**config.mk**
```make
export PLATFORM = sky130hd
export DESIGN_NAME = gsa_queue
export DESIGN_NICKNAME = d
export VERILOG_FILES = /design/src/hw/rtl/gsa_pkg.sv /design/src/hw/rtl/gsa_queue.sv
export SDC_FILE = /design/constraint.sdc
export NUM_CORES = 1
export LEC_CHECK = 0
export BUFFER_PORTS_ARGS = -buffer_cell sky130_fd_sc_hd__clkbuf_2
export CAP_MARGIN = 20
export CORE_MARGIN = 1
export CORE_UTILIZATION = 52
export CTS_CLUSTER_DIAMETER = 150
export DETAILED_ROUTE_END_ITERATION = 8
export PLACE_DENSITY = 0.89
export SYNTH_ARGS = -nofsm -noshare
export SYNTH_HDL_FRONTEND = slang
export SYNTH_SLANG_ARGS = --single-unit
export TNS_END_PERCENT = 5
```
**constraint.sdc**
```tcl
create_clock -name clk -period 9.75 [get_ports clk]
set_input_delay 1.95 -clock clk [delete_from_list [all_inputs] [get_ports clk]]
set_output_delay 1.95 -clock clk [all_outputs]
set_load 0.01 [all_outputs]
```
**src/hw/rtl/gsa_pkg.sv**
```systemverilog
// ----------------------------------------------------------------------------
// gsa_pkg
// Shared types and constants of the gated spectrum accumulator.
// ----------------------------------------------------------------------------
`default_nettype none
package gsa_pkg;

  localparam int TimeW  = 48;
  localparam int LiveW  = 49;
  localparam int BinW   = 32;
  localparam int LenW   = 30;   // analog_blocks (8 bits) shifted by up to 22
  localparam int CfgIdxW = 2;

  localparam logic [1:0] STATUS_OK        = 2'd0;
  localparam logic [1:0] STATUS_BAD_BOARD = 2'd1;
  localparam logic [1:0] STATUS_ZERO_BLK  = 2'd2;

  localparam logic OP_ACCUM = 1'b0;
  localparam logic OP_READ  = 1'b1;

  localparam logic [CfgIdxW-1:0] REG_WIN_START = 2'd0;
  localparam logic [CfgIdxW-1:0] REG_WIN_END   = 2'd1;
  localparam logic [CfgIdxW-1:0] REG_DT_CORR   = 2'd2;
  localparam logic [CfgIdxW-1:0] REG_TICK_LEN  = 2'd3;

  typedef struct packed {
    logic              opcode;
    logic [1:0]        status;
    logic [1:0]        board;
    logic [5:0]        channel;
    logic [15:0]       count;
    logic [TimeW-1:0]  event_time;
    logic [2:0]        integ_mode;
    logic [7:0]        analog_blocks;
    logic [7:0]        digital_blocks;
    logic [15:0]       dead_time_count;
    logic              chan_ok;    // channel addresses a real bin
    logic              last_chan;  // overflow channel, ends the record
  } job_t;

  typedef struct packed {
    logic [TimeW-1:0] window_start;
    logic [TimeW-1:0] window_end;
    logic             dead_time_correct;
    logic [31:0]      dead_tick_length;
  } cfg_t;

  typedef enum logic [2:0] {
    ST_IDLE,
    ST_READ,
    ST_DIV,
    ST_MID,
    ST_UPD,
    ST_RESP
  } state_t;

endpackage
`default_nettype wire

```
**src/hw/rtl/gsa_queue.sv**
```systemverilog
// ----------------------------------------------------------------------------
// gsa_queue
// Short FIFO of classified jobs between the front and back parts.
// ----------------------------------------------------------------------------
`default_nettype none
module gsa_queue #(
  parameter int DEPTH = 2
) (
  input  wire logic          clk,
  input  wire logic          rst,
  input  wire logic          push,
  input  wire gsa_pkg::job_t push_job,
  input  wire logic          pop,
  output gsa_pkg::job_t      head,
  output logic               empty,
  output logic               full
);

  localparam int PW = (DEPTH > 1) ? $clog2(DEPTH) : 1;

  gsa_pkg::job_t   slots [DEPTH];
  logic [PW-1:0]   wr_ptr;
  logic [PW-1:0]   rd_ptr;
  logic [PW:0]     fill;

  assign empty = (fill == '0);
  assign full  = (fill == (PW+1)'(DEPTH));
  assign head  = slots[rd_ptr];

  always_ff @(posedge clk) begin
    if (push) begin
      slots[wr_ptr] <= push_job;
    end
  end

  always_ff @(posedge clk) begin
    if (rst) begin
      wr_ptr <= '0;
      rd_ptr <= '0;
      fill   <= '0;
    end else begin
      if (push) begin
        wr_ptr <= (wr_ptr == PW'(DEPTH-1)) ? '0 : wr_ptr + 1'b1;
      end
      if (pop) begin
        rd_ptr <= (rd_ptr == PW'(DEPTH-1)) ? '0 : rd_ptr + 1'b1;
      end
      if (push && !pop) begin
        fill <= fill + 1'b1;
      end else if (pop && !push) begin
        fill <= fill - 1'b1;
      end
    end
  end

endmodule
`default_nettype wire

```
==> metrics <==
cts hold-fix bufs=0; prevailing post-synth register cell=edfxtp_1; most frequent cells after synthesis=edfxtp_1, mux2_2, buf_6; share of layout cells above drive strength 1=59.8%; Setup WS pre-CTS=5.67 ns; top-area cell type share of the netlist area=81.0%; crit path max-delay cell type=dfxtp_4; Area Growth Syn to Fin=24.0%; CTS sink cnt=229; vias in the first global route=4560; Clock transition at path regs=0.06 ns; RSZ-0062 raised after global routing=no; Slew HR=46.8%; Synth Instances=370; worst IR drop on VDD=170 uV; crit path DAT=2.64 ns; Worst Tran Pin Value=0.797 ns; Synth Cell Area=8310 sq um; syn nets=487; first-pass GRT wire length=22800 um; Tcrit/Tclk final=47.1%; worst-skew pair later-pin latency=0.49 ns; Clock Skew=0.00901 ns; critical path class=reg2out; family with the most delay on the worst path=buffers and inverters; Layout fillers=1011; # Max-Cap Violations=0; multiplexer area fraction after synthesis=15.2%; final net count=733; area of the multi-input gates=1370 sq um; Yosys Warn Count=0; largest net degree at the start of global routing=62; Initial Util=54.0%; core area=15400 sq um; Total Wirelength=15300 um; gr ovfl total=0; placed instance area=9650 sq um; die width=128 um; hold wc startpoint=rd_ptr; syn_area_per_cell=22.4 sq um; run status=finished clean; CTS resizes=0; Synth Area in XOR/XNOR=0.422%; Compound-Gate Fraction of Synth Area=0.121%; dpl cells=802; crit path launch type=flip-flop; Static Leakage=0.00391 uW; Synth area leader=edfxtp_1; maximum clock rate=218 MHz; Via Count=4254; Setup crit end kind=primary output; worst hold path class=reg2reg; max-slew violation count=0; Starting DRT DRC Count=180; Antenna Nets Post-Route=0; Final WS setup=5.16 ns; Post-Synth Simple-Gate Area=0.527%; DR WL/cell=18.2 um; initial antenna violation count=0; IO buf count=229; critical path required time=7.80 ns; drt drc=0; crit-path cells=buf_4, mux2_2, clkbuf_2; Ports=230; routability cong.=0.720; Post-CTS Setup Inserts=0; CTS Buf Count=23; CP max stage delay=0.78 ns; Worst Path Max Fanout=61; Post-synth EDFFs=224; Buf/Inv on CP=2; Tot Pwr=2160 uW; pwr/cell area=210 nW/um^2; Finished Layout Cells=840; # H-tree levels=1; # rows=45; fin crit period=4.59 ns; # setup viols final=0; Bufs on Longest Clock Path=3; Register Area=6830 sq um; Synth Area in Adders=0.151%; worst r2r src=wr_ptr; final hold vios=0; n_diodes=0; vias per cell=5.06; most common cell in the netlist=edfxtp_1; Die Height=128 um; hpwl dp=10000 um; TNS Setup=0 ns; CTS tree=yes; ys async rst share=0%; die area=16500 sq um; total track usage=18.1%; design area=10300 sq um; root buf cell=clkbuf_16; Synth area leaders=edfxtp_1, mux2_2, dfxtp_1, buf_6, nor2_1; register area share after synthesis=82.2%; main combinational cell family by area after synthesis=multiplexers; synthesis-stage register bit count=229; DR pass1 iterations=4; post-synth cell types=16
-- registers in the layout, summed over array words and instances, names as in the netlist, named ones only --
signal  count
slots     224
fill        2
rd_ptr      1
wr_ptr      1
-- worst reg2reg max path: stages (launching register included) --
cell and delay, ns:
dfxtp_1 0.41, and2_4 0.67, buf_4 0.73
-- routing by layer --
layer	wire length (um)	global-route usage, %
met1	5990	21.1
met2	7860	32.8
met3	1220	4.78
met4	256	5.33
met5	0	0
-- final cells by class --
type / instances / area share (%)
clock buffers: 32 / 6.01
clock inverters: 6 / 0.304
inverters: 1 / 0.0365
multi-input cells: 128 / 13.3
flip-flops and latches: 229 / 66.3
well taps: 211 / 2.56
repair buffers: 233 / 11.4
-- power breakdown --
part	internal, uW	switching, uW
registers	1150	23.2
clock network	440	327
logic	105	118
-- through the flow --
stage | utilization [%] | hold WS, ns
after floorplan | - | 0.461
after global placement | 62.8 | 0.480
after detailed placement | 62.8 | 0.510
after CTS | 67.0 | 0.526
after global routing | 67.0 | 0.541
final | 67.0 | 0.532
-- cells by family (layout without fill, tap and decap cells) --
logic type	after synthesis	after routing
DFF	229	229
AOI/OAI and AO/OA	2	2
adders and majority gates	1	1
and+or+nand+nor	9	9
xor gates and xnor gates	4	4
muxes	112	112
buffers and inverters	13	272
-- path summary, 6_finish.rpt --
path	endpoint	cells past startpoint	slack, ns
setup / recovery	head[65]	3	5.16
hold / removal	rd_ptr	2	0.53
setup reg to reg	slots[1][70]	2	7.53
hold reg to reg	rd_ptr	2	0.53
-- cells in the final DEF (no fill, tap or decap), drive strengths merged --
cell / n
a21oi: 1
and2: 1
buf: 4
clkbuf: 261
clkinv: 5
dfxtp: 5
edfxtp: 224
ha: 1
inv: 2
mux2: 112
nor2: 5
nor2b: 2
o21ai: 1
or3: 1
xnor2: 2
xor2: 2
Note: power is estimated with default switching activity, not from simulation.
