`src/hw/rtl/gsa_pkg.sv`:
```
// ----------------------------------------------------------------------------
// gsa_pkg
// Shared types and constants of the gated spectrum accumulator.
// ----------------------------------------------------------------------------
`default_nettype none
package gsa_pkg;

  localparam int TimeW  = 48;
  localparam int LiveW  = 49;
  localparam int BinW   = 32;
  localparam int LenW   = 30;   // analog_blocks (8 bits) shifted by up to 22
  localparam int CfgIdxW = 2;

  localparam logic [1:0] STATUS_OK        = 2'd0;
  localparam logic [1:0] STATUS_BAD_BOARD = 2'd1;
  localparam logic [1:0] STATUS_ZERO_BLK  = 2'd2;

  localparam logic OP_ACCUM = 1'b0;
  localparam logic OP_READ  = 1'b1;

  localparam logic [CfgIdxW-1:0] REG_WIN_START = 2'd0;
  localparam logic [CfgIdxW-1:0] REG_WIN_END   = 2'd1;
  localparam logic [CfgIdxW-1:0] REG_DT_CORR   = 2'd2;
  localparam logic [CfgIdxW-1:0] REG_TICK_LEN  = 2'd3;

  typedef struct packed {
    logic              opcode;
    logic [1:0]        status;
    logic [1:0]        board;
    logic [5:0]        channel;
    logic [15:0]       count;
    logic [TimeW-1:0]  event_time;
    logic [2:0]        integ_mode;
    logic [7:0]        analog_blocks;
    logic [7:0]        digital_blocks;
    logic [15:0]       dead_time_count;
    logic              chan_ok;    // channel addresses a real bin
    logic              last_chan;  // overflow channel, ends the record
  } job_t;

  typedef struct packed {
    logic [TimeW-1:0] window_start;
    logic [TimeW-1:0] window_end;
    logic             dead_time_correct;
    logic [31:0]      dead_tick_length;
  } cfg_t;

  typedef enum logic [2:0] {
    ST_IDLE,
    ST_READ,
    ST_DIV,
    ST_MID,
    ST_UPD,
    ST_RESP
  } state_t;

endpackage
`default_nettype wire

```
`src/hw/rtl/gsa_front.sv`:
```
// ----------------------------------------------------------------------------
// gsa_front
// Accepts input words, checks board and block count, and queues a job.
// ----------------------------------------------------------------------------
`default_nettype none
module gsa_front #(
  parameter int BOARD_COUNT = 4,
  parameter int ENERGY_BINS = 54
) (
  input  wire logic          s_tvalid,
  output logic               s_tready,
  input  wire logic [111:0]  s_tdata,
  input  wire logic          s_tuser,
  input  wire logic          q_full,
  output logic               push,
  output gsa_pkg::job_t      push_job
);

  logic [1:0] header_board;
  logic       board_bad;

  assign s_tready = !q_full;
  assign push     = s_tvalid && !q_full;

  always_comb begin
    push_job                 = '0;
    push_job.opcode          = s_tuser;
    push_job.board           = s_tdata[1:0];
    header_board             = s_tdata[3:2];
    push_job.channel         = s_tdata[9:4];
    push_job.count           = s_tdata[25:10];
    push_job.event_time      = s_tdata[73:26];
    push_job.integ_mode      = s_tdata[76:74];
    push_job.analog_blocks   = s_tdata[84:77];
    push_job.digital_blocks  = s_tdata[92:85];
    push_job.dead_time_count = s_tdata[108:93];
    push_job.chan_ok   = (9'(push_job.channel) < 9'(ENERGY_BINS + 1));
    push_job.last_chan = (9'(push_job.channel) == 9'(ENERGY_BINS));
    board_bad = (5'(push_job.board) >= 5'(BOARD_COUNT));
    if (push_job.opcode == gsa_pkg::OP_READ) begin
      push_job.status = board_bad ? gsa_pkg::STATUS_BAD_BOARD : gsa_pkg::STATUS_OK;
    end else if (board_bad || (push_job.board != header_board)) begin
      push_job.status = gsa_pkg::STATUS_BAD_BOARD;
    end else if (push_job.digital_blocks == 8'd0) begin
      push_job.status = gsa_pkg::STATUS_ZERO_BLK;
    end else begin
      push_job.status = gsa_pkg::STATUS_OK;
    end
  end

endmodule
`default_nettype wire

```
`config.mk`:
```
export PLATFORM = sky130hd
export DESIGN_NAME = gsa_front
export DESIGN_NICKNAME = d
export VERILOG_FILES = /design/src/hw/rtl/gsa_pkg.sv /design/src/hw/rtl/gsa_front.sv
export SDC_FILE = /design/constraint.sdc
export NUM_CORES = 1
export LEC_CHECK = 0
export BUFFER_PORTS_ARGS = -buffer_cell sky130_fd_sc_hd__buf_2
export CAP_MARGIN = 0
export CELL_PAD_IN_SITES_DETAIL_PLACEMENT = 1
export CELL_PAD_IN_SITES_GLOBAL_PLACEMENT = 1
export CORE_MARGIN = 2
export CORE_UTILIZATION = 10
export DETAILED_ROUTE_END_ITERATION = 8
export MAX_ROUTING_LAYER = met4
export PLACE_DENSITY_LB_ADDON = 0.3
export SLEW_MARGIN = 20
export SYNTH_ARGS = -nofsm -noshare
export SYNTH_HDL_FRONTEND = slang
export SYNTH_SLANG_ARGS = --single-unit
```
`constraint.sdc`:
```
create_clock -name vclk -period 1.4
set_input_delay 0.35 -clock vclk [all_inputs]
set_output_delay 0.35 -clock vclk [all_outputs]
set_load 0.03 [all_outputs]
```
==> summary.txt <==
Drt
  • Number of DRC markers in iteration 0: 2
  • Post-Route WL: around 1700 um
  • DR WL/cell: between 10 and 15 um
  • Initial DRT Pass Iterations: 2
  • Routed Antenna Nets: 0
  • Vias per cell: between 2 and 2.5
  • Vias: 403
  • # DRC: 0

Power and ir drop
  • Sw Share: 66.20%
  • Clock power share: 0%
  • Internal Power: ~0.000053 W
  • Reg power frac: 0%
  • Leakage: between 0.2 and 0.25 nW
  • Net switching power: between 0.0001 and 0.00015 W
  • PD cells: between 300 and 400 nW/um^2
  • Combinational group share of total power: 100.0%
  • VDD IR max: roughly 0.032 mV

STA
  • Max Slew Vio Count: 0
  • Final setup margin: -0.3304 ns
  • Tcrit/Tclk final: 123.6%
  • Setup-failing EPs final: 1
  • Setup TNS: -0.3304 ns
  • Final hold violation count: 0
  • Relative slew slack: roughly 85%
  • Fin crit period: ~1.7 ns
  • RSZ-0062 raised after global routing: true
  • Worst Max-Slew Pin Slew: ~0.23 ns
  • WHS: between 0.7 and 0.8 ns
  • Fmax: a little under 0.6 GHz

Final layout
  • Area Overhead vs Synth: -47.71%
  • Most common cell after layout, fill and taps aside: buf_2
  • Clkbuf count: 0
  • Nets: approximately 180
  • Reg area: 0 um^2
  • Most frequent cells in the layout: 42 x buf_2, 2 x xor2_1, 2 x nor2_1, 2 x nor3_2, 2 x buf_6
  • Fraction of layout cells with a size suffix above 1: between 80 and 90%
  • Diodes inserted: 0
  • Sequential cells: 0

Floorplan
  • Initial Util: 10.32%
  • Die X: 98.85 um
  • Die Span Y: roughly 99 um
  • I/O pin cnt: about 230
  • Core ar.: 8721 um^2
  • Rows: 34
  • Die area: 9770 um^2

Setup path
  • Crit end category: output port
  • Crit path required time: around 1.1 ns
  • Critical Path Fanout Max: 2
  • Top cell by count, worst path: buf_6
  • Crit path cell chain: buf_6 > or4_4 > nor3_2 > and3_4 > buf_6
  • CP Launch Type: primary input
  • Crit path buffers/inverters: 2
  • CP max-delay cell: or4_4
  • Kind of critical path: in2out
  • Critical path's largest stage delay: around 0.52 ns
  • Data arrival, critical path: ~1.4 ns
  • CP top delay family: simple AND/OR/NAND/NOR gates

Synth
  • Synth area leaders: buf_4 90%, xor2_1 1.9%, nor3_1 1.1%
  • Yosys Warn Count: 0
  • Cells after Synth: ~120
  • Mean area per synthesized cell: about 7.4 um^2
  • Synth cell types: 12
  • Syn nets: 237
  • Yosys top cell by area: buf_4
  • Post-synth top area share: roughly 90%
  • Post-synthesis sequential area ratio: 0%
  • Synth Cell Area: 899.6 um^2

Flow run
  • Max Cap Violations: 0

Place
  • PortBufs: between 40 and 50
  • GPL Wtd Cong: roughly 0.6
  • Final HPWL DP: about 1500 um

Global routing
  • Total GRT Usage: under 10%
  • Initial antenna violation count: 0
  • Total gr overflow: 0
  • Largest net degree at the start of global routing: 4
  • Number of global-route vias before repair: between 300 and 400
  • First-pass GRT wire length: 2166 um

Outcome
  • Failing checks: negative setup slack
  • Status: finished, violations left

Clock network
  • Hold buffer count at CTS: 0

Worst hold path
  • Hold Path Class: in2out
## power groups by stage
| stage | clock network [W] | registers, W | logic [W] |
|---|---|---|---|
| after floorplan | 0 | 0 | 0.000606 |
| after CTS | 0 | 0 | 0.000159 |
| after global placement | 0 | 0 | 0.000157 |
| final | 0 | 0 | 0.000157 |
| after detailed placement | 0 | 0 | 0.000156 |
| after global routing | 0 | 0 | 0.000167 |
## synthesized netlist by cell type
master,number
inv_1,1
nor3_2,1
nand4_1,1
nand3_1,1
nor3_1,2
and3_1,1
xor2_1,2
nor2_1,2
or4_1,1
nor2b_1,1
a31o_2,1
buf_4,108
## path summary, 6_finish.rpt
check / from / to / slack, ns / depth (start not counted)
setup / recovery: s_tdata[90] / push_job[110] / -0.33 / 5
hold / removal: s_tdata[77] / push_job[26] / 0.70 / 0
## cell families after synthesis
group / after synthesis / synth area share (%)
buf+inv: 109 / 90.54
simple gates: 10 / 6.538
xor+xnor: 2 / 1.948
compound gates: 1 / 0.9738
## area by class of cell
cell class / instances / area [um^2]
Fill cell: 1034 / 8250
Inverter: 1 / 3.754
Multi-Input combinational cell: 13 / 98.84
Tap cell: 108 / 135.1
Timing Repair Buffer: 44 / 232.7
## routing by layer
layer  wire length (um)  vias up  global-route usage, %
li1                   -      140                      -
met1                259      152                  1.275
met2                740       67                  4.210
met3                436       44                  2.128
met4                293        0                  5.163
met5                  0        -                      -
## per-stage QoR
stage | instances | setup WS (ns) | area, um^2 | util (%) | total power (W)
6_report | 166 | -0.3304 | 470.5 | 5.395 | 0.0001569
5_1_grt | 166 | -0.3727 | 470.5 | 5.395 | 0.0001668
4_1_cts | 166 | -0.3396 | 470.5 | 5.395 | 0.0001592
3_5_place_dp | 166 | -0.4225 | 454.2 | 5.208 | 0.0001562
3_3_place_gp | 166 | -0.4284 | 454.2 | 5.208 | 0.0001567
2_1_floorplan | 122 | -0.1742 | 909.6 | - | 0.0006062
## repair_timing
item,4_1_cts,5_1_grt
resized for setup,4,0
setup buffers,0,0
endpoints found under the setup margin,1,2
Note: power is estimated with default switching activity, not from simulation.
